$ cat src/uri_component_tagger_assert.svh
// assertion macros for the uri component tagger
`ifndef URI_COMPONENT_TAGGER_ASSERT_SVH
`define URI_COMPONENT_TAGGER_ASSERT_SVH

// implication checked one edge at a time, held off during reset
`define UCT_ASSERT_IMP(label, clk, rst_n, ante, cons) \
  label: assert property (@(posedge clk) disable iff (!rst_n) (ante) |-> (cons)) \
    else $error("uri component tagger: check failed");

// consequence checked on the edge after the antecedent
`define UCT_ASSERT_NEXT(label, clk, rst_n, ante, cons) \
  label: assert property (@(posedge clk) disable iff (!rst_n) (ante) |=> (cons)) \
    else $error("uri component tagger: sequence check failed");

`endif

$ cat src/uct_pkg.sv
// shared types, codes and character classes for the uri component tagger
package uct_pkg;

  typedef struct packed {
    logic [7:0] char_byte;
    logic       end_of_uri;
  } uct_in_t;

  typedef struct packed {
    logic [3:0]  byte_tag;
    logic [1:0]  status;
    logic [2:0]  resolve_code;
    logic [15:0] port_value;
    logic        port_present;
  } uct_out_t;

  localparam logic [3:0] TAG_DELIM     = 4'd0;
  localparam logic [3:0] TAG_FIRST_PND = 4'd1;
  localparam logic [3:0] TAG_AUTH_PND  = 4'd2;
  localparam logic [3:0] TAG_USERINFO  = 4'd3;
  localparam logic [3:0] TAG_HOST      = 4'd4;
  localparam logic [3:0] TAG_PORT      = 4'd5;
  localparam logic [3:0] TAG_PATH      = 4'd6;
  localparam logic [3:0] TAG_QUERY     = 4'd7;
  localparam logic [3:0] TAG_FRAGMENT  = 4'd8;

  localparam logic [1:0] ST_CONT = 2'd0;
  localparam logic [1:0] ST_ACC  = 2'd1;
  localparam logic [1:0] ST_REJ  = 2'd2;

  localparam logic [2:0] RES_NONE       = 3'd0;
  localparam logic [2:0] RES_FIRST_SCH  = 3'd1;
  localparam logic [2:0] RES_FIRST_HOST = 3'd2;
  localparam logic [2:0] RES_AUTH_USER  = 3'd3;
  localparam logic [2:0] RES_AUTH_HOST  = 3'd4;

  localparam logic [7:0] CH_AT    = 8'h40;
  localparam logic [7:0] CH_COLON = 8'h3a;
  localparam logic [7:0] CH_SLASH = 8'h2f;
  localparam logic [7:0] CH_QUEST = 8'h3f;
  localparam logic [7:0] CH_HASH  = 8'h23;
  localparam logic [7:0] CH_TILDE = 8'h7e;
  localparam logic [7:0] CH_PCT   = 8'h25;
  localparam logic [7:0] CH_ZERO  = 8'h30;
  localparam logic [7:0] CH_NINE  = 8'h39;

  function automatic logic is_digit(input logic [7:0] c);
    return (c >= CH_ZERO) && (c <= CH_NINE);
  endfunction

  function automatic logic is_valid(input logic [7:0] c);
    logic alpha;
    logic punct;
    alpha = ((c >= 8'h61) && (c <= 8'h7a)) || ((c >= 8'h41) && (c <= 8'h5a));
    case (c)
      8'h2d, 8'h5f, 8'h2e, CH_TILDE, 8'h21, 8'h2a, 8'h27, 8'h28, 8'h29, 8'h3b,
      CH_COLON, CH_AT, 8'h26, 8'h3d, 8'h2b, 8'h24, 8'h2c, CH_SLASH, CH_QUEST,
      CH_HASH, 8'h5b, 8'h5d, CH_PCT: punct = 1'b1;
      default: punct = 1'b0;
    endcase
    return alpha || is_digit(c) || punct;
  endfunction

  function automatic logic ends_authority(input logic [7:0] c);
    return (c == CH_SLASH) || (c == CH_QUEST) || (c == CH_HASH);
  endfunction

endpackage

$ cat src/uct_in_stage.sv
// input register stage with stall back-pressure
module uct_in_stage import uct_pkg::*; (
  input  logic    clk,
  input  logic    rst_n,
  input  logic    in_valid,
  output logic    in_stall,
  input  uct_in_t in_data,
  input  logic    adv,
  output logic    s1_valid,
  output uct_in_t s1_data
);

  logic    s1_valid_r;
  logic    s1_valid_nxt;
  uct_in_t s1_data_r;
  logic    take;

  assign in_stall     = s1_valid_r && !adv;
  assign take         = in_valid && !in_stall;
  assign s1_valid_nxt = take ? 1'b1 : (adv ? 1'b0 : s1_valid_r);

  always_ff @(posedge clk) begin
    if (!rst_n) begin
      s1_valid_r <= 1'b0;
    end else begin
      s1_valid_r <= s1_valid_nxt;
    end
    if (take) begin
      s1_data_r <= in_data;
    end
  end

  assign s1_valid = s1_valid_r;
  assign s1_data  = s1_data_r;

endmodule

$ cat src/uct_core.sv
// parse state, per-byte tagging logic and result register
module uct_core import uct_pkg::*; (
  input  logic     clk,
  input  logic     rst_n,
  input  logic     s1_valid,
  input  uct_in_t  s1_data,
  output logic     adv,
  output logic     out_valid,
  input  logic     out_stall,
  output uct_out_t out_data
);

  typedef enum logic [3:0] {
    PH_FIRST, PH_COLON, PH_SLASH1, PH_AUTH_START, PH_AUTH, PH_AUTH_BAD,
    PH_HOST_START, PH_HOST, PH_PORT, PH_PATH, PH_QUERY, PH_FRAG, PH_DRAIN
  } phase_t;

  phase_t      phase_r, phase_nxt;
  logic [15:0] accum_r, accum_nxt;
  logic        colon_r, colon_nxt;
  logic        nonempty_r, nonempty_nxt;
  logic        pseen_r, pseen_nxt;
  logic        pdc_r, pdc_nxt;
  logic        out_valid_r, out_valid_nxt;
  uct_out_t    out_data_r;
  uct_out_t    res_d;

  logic [7:0]  c;
  logic        dig;
  logic [19:0] acc10;
  logic        ovf;
  logic        rej;
  logic        pseen_end;
  logic        upd;

  assign c     = s1_data.char_byte;
  assign dig   = is_digit(c);
  assign acc10 = {4'b0, accum_r} * 20'd10 + {16'b0, c[3:0]};
  assign ovf   = acc10[19:16] != 4'd0;

  always_comb begin
    phase_nxt    = phase_r;
    accum_nxt    = accum_r;
    colon_nxt    = colon_r;
    nonempty_nxt = nonempty_r;
    pseen_nxt    = pseen_r;
    pdc_nxt      = pdc_r;
    res_d        = '{byte_tag: TAG_DELIM, status: ST_CONT, resolve_code: RES_NONE,
                     port_value: 16'd0, port_present: 1'b0};
    rej          = 1'b0;
    pseen_end    = pseen_r;
    if (s1_data.end_of_uri) begin
      unique case (phase_r)
        PH_FIRST: begin
          if (nonempty_r) begin
            res_d.status       = ST_ACC;
            res_d.resolve_code = RES_FIRST_HOST;
          end else begin
            res_d.status = ST_REJ;
          end
        end
        PH_AUTH: begin
          if (!colon_r) begin
            res_d.status       = ST_ACC;
            res_d.resolve_code = RES_AUTH_HOST;
          end else if (pdc_r) begin
            res_d.status       = ST_ACC;
            res_d.resolve_code = RES_AUTH_HOST;
            pseen_end          = 1'b1;
          end else begin
            res_d.status = ST_REJ;
          end
        end
        PH_HOST, PH_PATH, PH_QUERY, PH_FRAG: res_d.status = ST_ACC;
        PH_PORT: res_d.status = pdc_r ? ST_ACC : ST_REJ;
        PH_DRAIN: res_d.status = ST_CONT;
        default: res_d.status = ST_REJ;
      endcase
      if (res_d.status == ST_ACC && pseen_end) begin
        res_d.port_value   = accum_r;
        res_d.port_present = 1'b1;
      end
      phase_nxt    = PH_FIRST;
      accum_nxt    = 16'd0;
      colon_nxt    = 1'b0;
      nonempty_nxt = 1'b0;
      pseen_nxt    = 1'b0;
      pdc_nxt      = 1'b0;
    end else begin
      unique case (phase_r)
        PH_FIRST: begin
          if (c == CH_COLON) begin
            if (!nonempty_r) rej = 1'b1;
            else phase_nxt = PH_COLON;
          end else if (c == CH_SLASH) begin
            res_d.resolve_code = nonempty_r ? RES_FIRST_HOST : RES_NONE;
            res_d.byte_tag     = TAG_PATH;
            phase_nxt          = PH_PATH;
          end else if (is_valid(c) && c != CH_QUEST && c != CH_HASH) begin
            res_d.byte_tag = TAG_FIRST_PND;
            nonempty_nxt   = 1'b1;
          end else begin
            rej = 1'b1;
          end
        end
        PH_COLON: begin
          if (dig) begin
            res_d.resolve_code = RES_FIRST_HOST;
            res_d.byte_tag     = TAG_PORT;
            pseen_nxt          = 1'b1;
            accum_nxt          = acc10[15:0];
            pdc_nxt            = 1'b1;
            phase_nxt          = PH_PORT;
          end else if (c == CH_SLASH) begin
            res_d.resolve_code = RES_FIRST_SCH;
            phase_nxt          = PH_SLASH1;
          end else if (c == CH_QUEST) begin
            res_d.resolve_code = RES_FIRST_SCH;
            phase_nxt          = PH_QUERY;
          end else if (c == CH_HASH) begin
            res_d.resolve_code = RES_FIRST_SCH;
            phase_nxt          = PH_FRAG;
          end else begin
            rej = 1'b1;
          end
        end
        PH_SLASH1: begin
          if (c == CH_SLASH) phase_nxt = PH_AUTH_START;
          else rej = 1'b1;
        end
        PH_AUTH_START: begin
          if (c == CH_SLASH) begin
            res_d.byte_tag = TAG_PATH;
            phase_nxt      = PH_PATH;
          end else if (!is_valid(c) || c == CH_AT || c == CH_QUEST || c == CH_HASH) begin
            rej = 1'b1;
          end else begin
            res_d.byte_tag = TAG_AUTH_PND;
            nonempty_nxt   = 1'b1;
            phase_nxt      = PH_AUTH;
            if (c == CH_COLON) colon_nxt = 1'b1;
          end
        end
        PH_AUTH, PH_AUTH_BAD: begin
          if (c == CH_AT) begin
            res_d.resolve_code = RES_AUTH_USER;
            colon_nxt          = 1'b0;
            accum_nxt          = 16'd0;
            pdc_nxt            = 1'b0;
            nonempty_nxt       = 1'b0;
            phase_nxt          = PH_HOST_START;
          end else if (ends_authority(c)) begin
            if (colon_r && (phase_r == PH_AUTH_BAD || !pdc_r)) begin
              rej = 1'b1;
            end else begin
              res_d.resolve_code = RES_AUTH_HOST;
              if (colon_r) pseen_nxt = 1'b1;
              if (c == CH_SLASH) begin
                res_d.byte_tag = TAG_PATH;
                phase_nxt      = PH_PATH;
              end else begin
                phase_nxt = (c == CH_QUEST) ? PH_QUERY : PH_FRAG;
              end
            end
          end else if (is_valid(c)) begin
            res_d.byte_tag = TAG_AUTH_PND;
            if (phase_r == PH_AUTH) begin
              if (colon_r) begin
                if (!dig || ovf) begin
                  phase_nxt = PH_AUTH_BAD;
                end else begin
                  accum_nxt = acc10[15:0];
                  pdc_nxt   = 1'b1;
                end
              end else if (c == CH_COLON) begin
                colon_nxt = 1'b1;
              end
            end
          end else begin
            rej = 1'b1;
          end
        end
        PH_HOST_START: begin
          if (is_valid(c) && c != CH_COLON && c != CH_AT && !ends_authority(c)) begin
            res_d.byte_tag = TAG_HOST;
            nonempty_nxt   = 1'b1;
            phase_nxt      = PH_HOST;
          end else begin
            rej = 1'b1;
          end
        end
        PH_HOST: begin
          if (c == CH_COLON) begin
            pseen_nxt = 1'b1;
            pdc_nxt   = 1'b0;
            phase_nxt = PH_PORT;
          end else if (ends_authority(c)) begin
            if (c == CH_SLASH) begin
              res_d.byte_tag = TAG_PATH;
              phase_nxt      = PH_PATH;
            end else begin
              phase_nxt = (c == CH_QUEST) ? PH_QUERY : PH_FRAG;
            end
          end else if (is_valid(c) && c != CH_AT) begin
            res_d.byte_tag = TAG_HOST;
          end else begin
            rej = 1'b1;
          end
        end
        PH_PORT: begin
          if (dig) begin
            res_d.byte_tag = TAG_PORT;
            if (ovf) begin
              rej = 1'b1;
            end else begin
              accum_nxt = acc10[15:0];
              pdc_nxt   = 1'b1;
            end
          end else if (ends_authority(c) && pdc_r) begin
            if (c == CH_SLASH) begin
              res_d.byte_tag = TAG_PATH;
              phase_nxt      = PH_PATH;
            end else begin
              phase_nxt = (c == CH_QUEST) ? PH_QUERY : PH_FRAG;
            end
          end else begin
            rej = 1'b1;
          end
        end
        PH_PATH: begin
          if (c == CH_QUEST) phase_nxt = PH_QUERY;
          else if (c == CH_HASH) phase_nxt = PH_FRAG;
          else if (is_valid(c)) res_d.byte_tag = TAG_PATH;
          else rej = 1'b1;
        end
        PH_QUERY: begin
          if (c == CH_HASH) phase_nxt = PH_FRAG;
          else if (is_valid(c)) res_d.byte_tag = TAG_QUERY;
          else rej = 1'b1;
        end
        PH_FRAG: begin
          if (is_valid(c) && c != CH_HASH) res_d.byte_tag = TAG_FRAGMENT;
          else rej = 1'b1;
        end
        default: phase_nxt = PH_DRAIN;
      endcase
      if (rej) begin
        res_d.byte_tag     = TAG_DELIM;
        res_d.resolve_code = RES_NONE;
        res_d.status       = ST_REJ;
        phase_nxt          = PH_DRAIN;
        accum_nxt          = 16'd0;
        colon_nxt          = 1'b0;
        nonempty_nxt       = 1'b0;
        pseen_nxt          = 1'b0;
        pdc_nxt            = 1'b0;
      end
    end
  end

  assign adv           = !out_valid_r || !out_stall;
  assign upd           = adv && s1_valid;
  assign out_valid_nxt = adv ? s1_valid : out_valid_r;

  always_ff @(posedge clk) begin
    if (!rst_n) begin
      phase_r     <= PH_FIRST;
      accum_r     <= 16'd0;
      colon_r     <= 1'b0;
      nonempty_r  <= 1'b0;
      pseen_r     <= 1'b0;
      pdc_r       <= 1'b0;
      out_valid_r <= 1'b0;
    end else begin
      out_valid_r <= out_valid_nxt;
      if (upd) begin
        phase_r    <= phase_nxt;
        accum_r    <= accum_nxt;
        colon_r    <= colon_nxt;
        nonempty_r <= nonempty_nxt;
        pseen_r    <= pseen_nxt;
        pdc_r      <= pdc_nxt;
      end
    end
    if (upd) begin
      out_data_r <= res_d;
    end
  end

  assign out_valid = out_valid_r;
  assign out_data  = out_data_r;

endmodule

$ cat src/uri_component_tagger.sv
// top level of the uri component tagger
//
//  channel | direction | handshake          | payload
//  in_     | input     | in_valid, in_stall | uct_in_t  (char_byte, end_of_uri)
//  out_    | output    | out_valid, out_stall | uct_out_t (tag, status, resolve, port)
//
// one transaction in, one transaction out; a new byte is taken every cycle while in_stall is low
// a byte passes through the input register, then the tagging logic into the result register
// the phase/port state loop closes inside the core, setting the one-byte-per-cycle rate
// synchronous active-low reset returns the parser to the first-token phase
// a stalled result holds; the input register keeps taking bytes until both stages are full
`include "uri_component_tagger_assert.svh"

module uri_component_tagger import uct_pkg::*; (
  input  logic     clk,
  input  logic     rst_n,
  input  logic     in_valid,
  output logic     in_stall,
  input  uct_in_t  in_data,
  output logic     out_valid,
  input  logic     out_stall,
  output uct_out_t out_data
);

  logic    adv;
  logic    s1_valid;
  uct_in_t s1_data;
  logic    out_rej;
  logic    rej_clean;
  logic    port_shown;
  logic    port_hidden;
  logic    core_take;

  uct_in_stage u_in (
    .clk      (clk),
    .rst_n    (rst_n),
    .in_valid (in_valid),
    .in_stall (in_stall),
    .in_data  (in_data),
    .adv      (adv),
    .s1_valid (s1_valid),
    .s1_data  (s1_data)
  );

  uct_core u_core (
    .clk       (clk),
    .rst_n     (rst_n),
    .s1_valid  (s1_valid),
    .s1_data   (s1_data),
    .adv       (adv),
    .out_valid (out_valid),
    .out_stall (out_stall),
    .out_data  (out_data)
  );

  assign out_rej     = out_valid && (out_data.status == ST_REJ);
  assign rej_clean   = (out_data.byte_tag == TAG_DELIM) && (out_data.resolve_code == RES_NONE);
  assign port_shown  = out_valid && out_data.port_present;
  assign port_hidden = out_valid && !out_data.port_present;
  assign core_take   = s1_valid && adv;

  `UCT_ASSERT_IMP(a_rej_clean, clk, rst_n, out_rej, rej_clean)
  `UCT_ASSERT_IMP(a_port_on_acc, clk, rst_n, port_shown, out_data.status == ST_ACC)
  `UCT_ASSERT_IMP(a_no_port_zero, clk, rst_n, port_hidden, out_data.port_value == 16'd0)
  `UCT_ASSERT_IMP(a_stall_cause, clk, rst_n, in_stall, out_valid && out_stall)
  `UCT_ASSERT_NEXT(a_full_take, clk, rst_n, core_take, out_valid)

endmodule
$ cat config.mk
export PLATFORM = sky130hd
export DESIGN_NAME = uri_component_tagger
export DESIGN_NICKNAME = d
export VERILOG_FILES = /design/src/uct_pkg.sv /design/src/uct_in_stage.sv /design/src/uct_core.sv /design/src/uri_component_tagger.sv
export VERILOG_INCLUDE_DIRS = /design/src /design/src/src
export SDC_FILE = /design/constraint.sdc
export NUM_CORES = 1
export LEC_CHECK = 0
export BUFFER_PORTS_ARGS = -buffer_cell sky130_fd_sc_hd__buf_2
export CAP_MARGIN = 20
export CORE_MARGIN = 1
export CORE_UTILIZATION = 39
export CTS_BUF_LIST = sky130_fd_sc_hd__clkbuf_4
export CTS_CLUSTER_DIAMETER = 100
export DETAILED_ROUTE_END_ITERATION = 12
export PLACE_DENSITY_LB_ADDON = 0.12
export SYNTH_ARGS = -nofsm -noshare
export SYNTH_HDL_FRONTEND = slang
export SYNTH_SLANG_ARGS = --single-unit
$ cat constraint.sdc
create_clock -name clk -period 7.83 [get_ports clk]
set_input_delay 2.349 -clock clk [delete_from_list [all_inputs] [get_ports clk]]
set_output_delay 2.349 -clock clk [all_outputs]
set_load 0.05 [all_outputs]
# Word-level counts from Yosys, hierarchy flattened
# Cells that the tools add are included.
# totals
input_bits	13
output_inout_bits	28
ff_bits	61
# op_classes
eq_ne	74
n_mux	186
n_reduce_logical	61
mul	1
add_sub_neg	1
n_lt_le_gt_ge	6
# ops
operator	n
2-to-1 mux 16 bit	11
2-to-1 mux 4 bit	39
== test 8 x 6 -> 1 bit (second input constant)	18
2-to-1 mux 1 bit	101
one-hot mux 16 bit (3 select lines)	1
2-to-1 mux 3 bit	15
!= test 4 x 2 -> 1 bit (second input constant)	11
one-hot mux 4 bit (11 select lines)	1
== test 8 x 7 -> 1 bit (second input constant)	5
one-hot mux 4 bit (10 select lines)	1
!= test 4 bit (second input constant)	8
!= test 5 x 2 -> 1 bit (second input constant)	5
!= test 6 x 2 -> 1 bit (second input constant)	4
!= test 8 x 6 -> 1 bit (second input constant)	3
OR reduction 23 bit	1
adder 20 x 4 -> 20 bit	1
== test 4 bit (second input constant)	5
multiplier 16 x 3 -> 19 bit (second input constant)	1
logical OR 1 bit	18
== test 4 x 3 -> 1 bit (second input constant)	4
greater-or-equal comparator 8 x 7 -> 1 bit (second input constant)	2
<= comparator 8 x 7 -> 1 bit (second input constant)	2
logical AND 1 bit	16
AND reduction 8 bit	2
other kinds (32)	54

# Longest topological paths before layout
# Gate-level depths: netlist of the first run.
# depth
ltp_word	17
depth_mapped	16
depth_no_buf	15

# Cells and area by module
# A second synthesis of the first run with hierarchy kept.
# hier_totals
hier_cells	554
hier_area_um2	4959.8
# modules_own_cells
module	instances	area_each_um2	cells_per_inst	seq_area_each_um2
uct_core	1	4642.0	541	1281.2
uct_in_stage	1	317.8	13	290.3

# Least setup slack after synthesis of the first run
# OpenSTA, ideal clock, no wires.
# synth_timing
path_type	input port to output port
start	in out_stall
end	out in_stall
required_ns	5.481
stages	1
setup_slack_ns	2.651
arrival_time_ns	2.830
path_buffers	0
cell_sequence	and3_1
# synth_between
elab_chain_len	4
# synth_rtl
element	line	source
start: declaration	uri_component_tagger.sv:21	input logic out_stall,
zero test 1 bit	uct_core.sv:261	assign adv = !out_valid_r || !out_stall;
logical OR 1 bit	uct_core.sv:261	
zero test 1 bit	uct_in_stage.sv:18	assign in_stall = s1_valid_r && !adv;
logical AND 1 bit	uct_in_stage.sv:18	
end: declaration	uri_component_tagger.sv:18	output logic in_stall,
# No other way between the ends.

# Worst setup path in the final report of the first run
# Same ends and word-level chain as after synthesis.

==> results of run 1 <==
==> cell usage in the layout, fill, tap and decap left out, types with 4 or more instances in the layout <==
| master | count |
|---|---|
| a211oi_1 | 8 |
| a21o_1 | 9 |
| a21oi_1 | 40 |
| a31oi_1 | 6 |
| and2_1 | 21 |
| and3_1 | 6 |
| and4_1 | 4 |
| buf_2 | 40 |
| buf_4 | 4 |
| clkbuf_4 | 9 |
| dfxtp_1 | 26 |
| edfxtp_1 | 35 |
| ha_1 | 31 |
| inv_1 | 16 |
| mux2i_1 | 6 |
| nand2_1 | 49 |
| nand2b_1 | 16 |
| nand3_1 | 16 |
| nand3b_1 | 5 |
| nand4_1 | 5 |
| nor2_1 | 58 |
| nor2b_1 | 9 |
| nor3_1 | 15 |
| nor4_1 | 4 |
| o211ai_1 | 6 |
| o21ai_0 | 32 |
| o21ai_1 | 5 |
| o2bb2ai_1 | 7 |
| o2bb2ai_2 | 10 |
| o31ai_1 | 5 |
| or3_1 | 7 |
| xnor2_1 | 13 |
| xor2_1 | 9 |
==> cell type report <==
cell class,count,area (sq um)
Clock inverter,7,90.1
Multi-Input combinational cell,470,3310
Tap cell,172,215
Inverter,16,60.1
Sequential cell,61,1570
Timing Repair Buffer,45,258
Clock buffer,9,67.6
Fill cell,1267,7050
==> synthesized netlist by cell type (4+ instances only) <==
library cell  number
o2bb2ai_2         10
buf_2              8
o21ai_0           32
nor2b_1            9
xnor2_1           13
nor4_1             4
nor3_1            15
clkbuf_1          14
o211ai_1           6
ha_1              31
inv_1             16
and4_1             4
a21oi_1           40
o2bb2ai_1          7
a31oi_1            6
dfxtp_1           26
xor2_1             9
nand3_1           16
o31ai_1            5
and2_1            21
nand4_1            5
mux2i_1            6
a21o_1             9
o21ai_1            5
nand3b_1           5
nand2_1           49
or3_1              7
and3_1             6
nand2b_1          16
a211oi_1           8
edfxtp_1          35
nor2_1            58
==> stage by stage <==
step                      power, mW  util [%]  setup slack [ns]
after floorplan               0.472         -              2.65
after global placement        0.508      42.6              2.59
after detailed placement      0.508      42.6              2.57
after CTS                     0.762      43.9              2.57
after global routing          0.792      44.2              2.15
final                         0.753      44.2              2.57
==> sequential cells by signal, summed over array words and instances, names as in the netlist <==
signal             count
u_core.out_valid       1
u_core.accum_r        16
u_in.s1_data           9
u_core.pdc_r           1
u_core.nonempty_r      1
u_core.colon_r         1
u_core.out_data       26
u_core.pseen_r         1
u_core.phase_r         4
u_in.s1_valid          1
==> power groups by stage <==
stage               clock, mW  combinational [mW]  sequential, mW
finish                  0.249               0.141           0.363
global route            0.273               0.153           0.366
CTS                     0.261               0.138           0.363
detailed placement          0               0.137           0.371
global placement            0               0.137           0.370
floorplan                   0              0.0891           0.383
==> worst reg2reg max path, delay by kind of cell, from the launching register on <==
kind / cells / cell delay [ns]
XOR/XNOR: 2 / 0.62
AND/OR/NAND/NOR: 4 / 1.80
buffers and inverters: 1 / 0.06
AO/OA/AOI/OAI: 5 / 1.37
flip-flops: 1 / 0.38
adder cells (fa/ha/maj): 3 / 0.91
==> routing by layer <==
metal	up-vias	GRT usage (%)	part of all wire, %
met5	-	0	0
met4	0	8.03	2.6
met3	27	3.92	5.5
met2	151	33.0	43
met1	2074	31.2	49
li1	2226	-	-
==> logic make-up (layout without fill, tap and decap cells) <==
group | count (synthesis) | in the layout | synth area share (%)
DFF | 61 | 61 | 31.1
adders and majority gates | 33 | 33 | 8.46
xor gates and xnor gates | 24 | 24 | 4.45
AOI/OAI and AO/OA | 170 | 170 | 25.8
buffers and inverters | 41 | 77 | 3.54
and+or+nand+nor | 237 | 237 | 25.5
muxes | 6 | 6 | 1.19
==> how the worst max path moves through the flow <==
stage,from,end,slack (ns),cells after the start
CTS,out_stall,in_stall,2.57,3
global route,u_core.accum_r[1],u_core.accum_r[1],2.15,15
floorplan,out_stall,in_stall,2.65,1
global placement,out_stall,in_stall,2.59,3
detailed placement,out_stall,in_stall,2.57,3
finish,out_stall,in_stall,2.57,3
==> impl_metrics.py, run 1 <==
metrics = {
    "place": {
        "gp_congestion": 0.940,
        "io_buffers": 40,
        "dpl.cell_count": 762,
        "placed_area_sq_um": 5380,
        "dp_hpwl_microns": 10400,
    },
    "min_path": {
        "holdCritPathClass": "reg2reg",
        "min_to": "u_core.pseen_r",
        "hp-start": "u_core.pseen_r",
        "min_path_cells": 2,
    },
    "pwr": {
        "clkPwrFrac_pct": 33.0,
        "powerDensity_nw_per_um2": 135,
        "pwr-share-comb_pct": 18.8,
        "swShare_pct": 30.7,
        "pwr-share-seq_pct": 48.2,
        "p_leak_nw": 2.12,
        "power.switching_uw": 231,
        "internal-power_uw": 522,
        "ir_drop_mv": 0.122,
    },
    "clock_tree": {
        "cts.clk_slew.worst_paths_ns": 0.09,
        "ctsResizeCount": 0,
        "cts_made_buffers": 9,
        "insertion_delay_ns": 0.44,
        "htreeDepth": 3,
        "cts_tree": "done",
        "cts_buffer_depth": 2,
        "clkSinkCount": 61,
        "cts_setup_buffers": 0,
        "ctsHoldBuffers": 0,
        "cts_root_buffer": "clkbuf_4",
    },
    "critical_path": {
        "ff2ff_path_depth": 15,
        "worst_path_most_repeated_cell": "buf_2",
        "crit_fanout": 3,
        "cp_cell_sequence": "buf_2, and3_1, buf_2",
        "cpPeakStageDelay_ns": 0.27,
        "worst-path-buf-inv": 2,
        "r2r_start": "u_core.accum_r[1]",
        "crit_type": "in2out",
        "critPathArrivalTime_ns": 2.91,
        "reg2reg_slack_ns": 2.63,
        "cp-end-kind": "output port",
        "timing.rr.end": "u_core.accum_r[1]",
        "cp_top_family": "buffers and inverters",
        "slowest_stage": "buf_2",
        "cp.required_ns": 5.48,
        "critPathLaunchType": "input port",
    },
    "route": {
        "ant_nets": 0,
        "drt_pass1_iterations": 5,
        "num_vias": 4478,
        "wirelength_microns": 13900,
        "viasPerCell": 5.74,
        "wl_per_cell_microns": 17.8,
        "drc_errors": 0,
        "drtIter0Drc": 305,
    },
    "global_routing": {
        "grt_pass1_wl_microns": 22300,
        "grtUsageTotal_pct": 21.9,
        "antenna_found_initial": 0,
        "grt_overflow": 0,
        "grt_pass1_vias": 4124,
        "grt_max_degree": 29,
    },
    "floorplanning": {
        "die_h_microns": 116,
        "die_w_microns": 116,
        "core_sq_um": 12600,
        "io_pins": 41,
        "dieArea_sq_um": 13400,
        "rows": 41,
        "start_util_pct": 40.1,
    },
    "timing": {
        "setup_violations": 0,
        "slew_viol_final": 0,
        "rsz0062_at_grt": "no",
        "fin_crit_sh_pct": 67.2,
        "worst_pin_slew_ns": 0.948,
        "whs_ns": 0.475,
        "max-slew-margin-rel_pct": 36.5,
        "fmaxAchievable_ghz": 0.190,
        "final-hold-violation-count": 0,
        "min_period_ns": 5.26,
        "tns_ns": 0,
        "skew_ns": 0.0200,
    },
    "synth": {
        "synth_seq_cells": 61,
        "synth_area_sq_um": 5060,
        "yosysTopAreaCellShare_pct": 20.8,
        "synthFlopType": "edfxtp_1",
        "synth_edf_count": 35,
        "ys_top_cells_by_area": "edfxtp_1, dfxtp_1, ha_1, nor2_1, a21oi_1",
        "ys_seq_area_share_pct": 31.1,
        "ys_warn_count": 0,
        "synthDistinctLibCells": 77,
        "synth_top_area_cell": "edfxtp_1",
        "synthCells": 572,
        "synth_nets": 618,
        "async_reset_ff_share_pct": 0,
        "syn_avg_cell_area_sq_um": 8.85,
    },
    "finish": {
        "nets": 649,
        "finalNonFillerCells": 780,
        "final_area_sq_um": 5570,
        "syn2layout_area_growth_pct": 10.1,
        "antenna_cells": 0,
        "drive_gt1_share_pct": 15.0,
    },
    "flow_run": {
        "cap_viol_max_count": 0,
    },
    "status": {
        "status": "complete, no violations",
    },
}
No activity file was read; power rests on OpenSTA's default activity.
==> inputs of run 2 (changes only) <==
- clock period: 7.83 -> 5.1 ns (I/O delays scaled with it)
==> impl_metrics.py, run 2 (synthesized netlist as in run 1, its figures left out) <==
metrics = {
    "pwr": {
        "pwr-share-comb_pct": 19.4,
        "internal-power_uw": 760,
        "swShare_pct": 31.8,
        "ir_drop_mv": 0.156,
        "powerDensity_nw_per_um2": 200,
        "power.switching_uw": 354,
        "p_leak_nw": 2.13,
        "finalPower_mw": 1.11,
        "clkPwrFrac_pct": 30.5,
        "pwr-share-seq_pct": 50.1,
    },
    "timing": {
        "rsz0062_at_grt": "no",
        "skew_ns": 0.0147,
        "fin_crit_sh_pct": 93.1,
        "worst_pin_slew_ns": 0.866,
        "min_period_ns": 4.75,
        "max-slew-margin-rel_pct": 42.2,
        "final-hold-violation-count": 0,
        "tns_ns": 0,
        "slew_viol_final": 0,
        "setup_violations": 0,
        "fmaxAchievable_ghz": 0.211,
    },
    "finish": {
        "final_area_sq_um": 5570,
        "postLayoutCoreUtil_pct": 44.1,
        "nets": 653,
        "layout_commonest_cell": "nor2_1",
        "syn2layout_area_growth_pct": 9.99,
        "largest_reg_flops": 26,
        "layout_common_cells": "nor2_1, nand2_1, a21oi_1, buf_2, edfxtp_1",
        "drive_gt1_share_pct": 15.7,
        "finalNonFillerCells": 785,
    },
    "global_routing": {
        "antenna_found_initial": 0,
        "grt_overflow": 0,
        "grt_max_degree": 29,
        "grt_pass1_wl_microns": 22600,
        "grtUsageTotal_pct": 22.0,
        "grt_pass1_vias": 4263,
    },
    "status": {
        "status": "complete, no violations",
    },
    "clock_tree": {
        "cts_tree": "done",
        "cts_root_buffer": "clkbuf_4",
        "cts_setup_buffers": 0,
        "cts_made_buffers": 9,
        "ctsHoldBuffers": 0,
        "cts_buffer_depth": 2,
        "clkSinkCount": 61,
        "cts.clk_slew.worst_paths_ns": 0.10,
        "htreeDepth": 3,
        "insertion_delay_ns": 0.43,
        "ctsResizeCount": 0,
    },
    "min_path": {
        "min_path_cells": 2,
        "holdCritPathClass": "reg2reg",
        "min_to": "u_core.pseen_r",
        "hp-start": "u_core.pseen_r",
    },
    "critical_path": {
        "crit_fanout": 9,
        "ff2ff_path_depth": 16,
        "slowest_stage": "nor3b_4",
        "timing.rr.end": "u_core.accum_r[12]",
        "r2r_start": "u_core.accum_r[1]",
        "critPathArrivalTime_ns": 5.11,
        "critPathLaunchType": "flop",
        "cp-end-kind": "flop",
        "cp.required_ns": 5.46,
        "cp-startpoint": "u_core.accum_r[1]",
        "cp_cell_sequence": "ha_1, ha_1, inv_1, fa_1, nand2b_1, a211oi_2, o21ai_1, a21oi_1, mux2i_1, nand4_1, a2111oi_4, o221ai_4, o21ai_1, nor3b_4, buf_4, o2bb2ai_2",
        "cpPeakStageDelay_ns": 0.45,
        "reg2reg_slack_ns": 0.35,
        "crit_type": "reg2reg",
    },
    "flow_run": {
        "cap_viol_max_count": 0,
    },
    "floorplanning": {
        "core_sq_um": 12600,
        "start_util_pct": 40.1,
        "io_pins": 41,
        "die_h_microns": 116,
        "dieArea_sq_um": 13400,
        "rows": 41,
        "die_w_microns": 116,
    },
    "place": {
        "placed_area_sq_um": 5420,
        "dp_hpwl_microns": 10600,
        "io_buffers": 40,
        "dpl.cell_count": 767,
        "gp_congestion": 0.930,
    },
    "route": {
        "ant_nets": 0,
        "viasPerCell": 5.73,
        "drt_pass1_iterations": 5,
        "drc_errors": 0,
        "wl_per_cell_microns": 17.8,
        "num_vias": 4496,
        "wirelength_microns": 14000,
        "drtIter0Drc": 336,
    },
}
==> run 2: worst max-delay path: cells and delay by family (launching register included) <==
family	cells	cell delay, ns
compound gates	7	2.00
fa+ha+maj	3	0.91
simple gates	3	0.81
flops	1	0.38
buf+inv	2	0.34
mux	1	0.23
==> run 2: worst max-delay path by stage <==
| stage | end | depth (start not counted) |
|---|---|---|
| 2_1_floorplan | u_core.accum_r[6] | 16 |
| 3_3_place_gp | u_core.accum_r[15] | 16 |
| 3_5_place_dp | u_core.accum_r[12] | 16 |
| 4_1_cts | u_core.accum_r[12] | 16 |
| 5_1_grt | u_core.accum_r[12] | 16 |
| 6_report | u_core.accum_r[12] | 16 |
==> run 2: per-stage QoR <==
stage / hold WS (ns) / worst slack, ns
finish: 0.485 / 0.352
global route: 0.532 / 0.0404
CTS: 0.470 / 0.347
detailed placement: 0.456 / 0.374
global placement: 0.448 / 0.477
floorplan: 0.425 / 0.909
==> run 2: power groups by stage <==
stage                     clock network (mW)  logic [mW]  registers [mW]
after global routing                   0.372       0.235           0.561
after floorplan                            0       0.137           0.588
after CTS                              0.354       0.214           0.557
after detailed placement                   0       0.213           0.568
after global placement                     0       0.213           0.568
final                                  0.340       0.216           0.557
==> run 2: area by class of cell <==
cell class	instances	area (sq um)
fillers	1309	7050
multi-input cells	470	3310
flip-flops and latches	61	1570
repair buffers	49	268
well taps	172	215
clock buffers	10	75.1
clock inverters	6	63.8
inverters	16	60.1
diodes	1	2.50
==> run 2: per-layer routing <==
layer | global-route usage, % | wire length [microns] | share of wire, % | vias up
li1 | - | - | - | 2227
met1 | 30.9 | 6880 | 49 | 2090
met2 | 33.5 | 6050 | 43 | 162
met3 | 4.76 | 806 | 5.8 | 17
met4 | 6.92 | 261 | 1.9 | 0
met5 | 0 | 0 | 0 | -
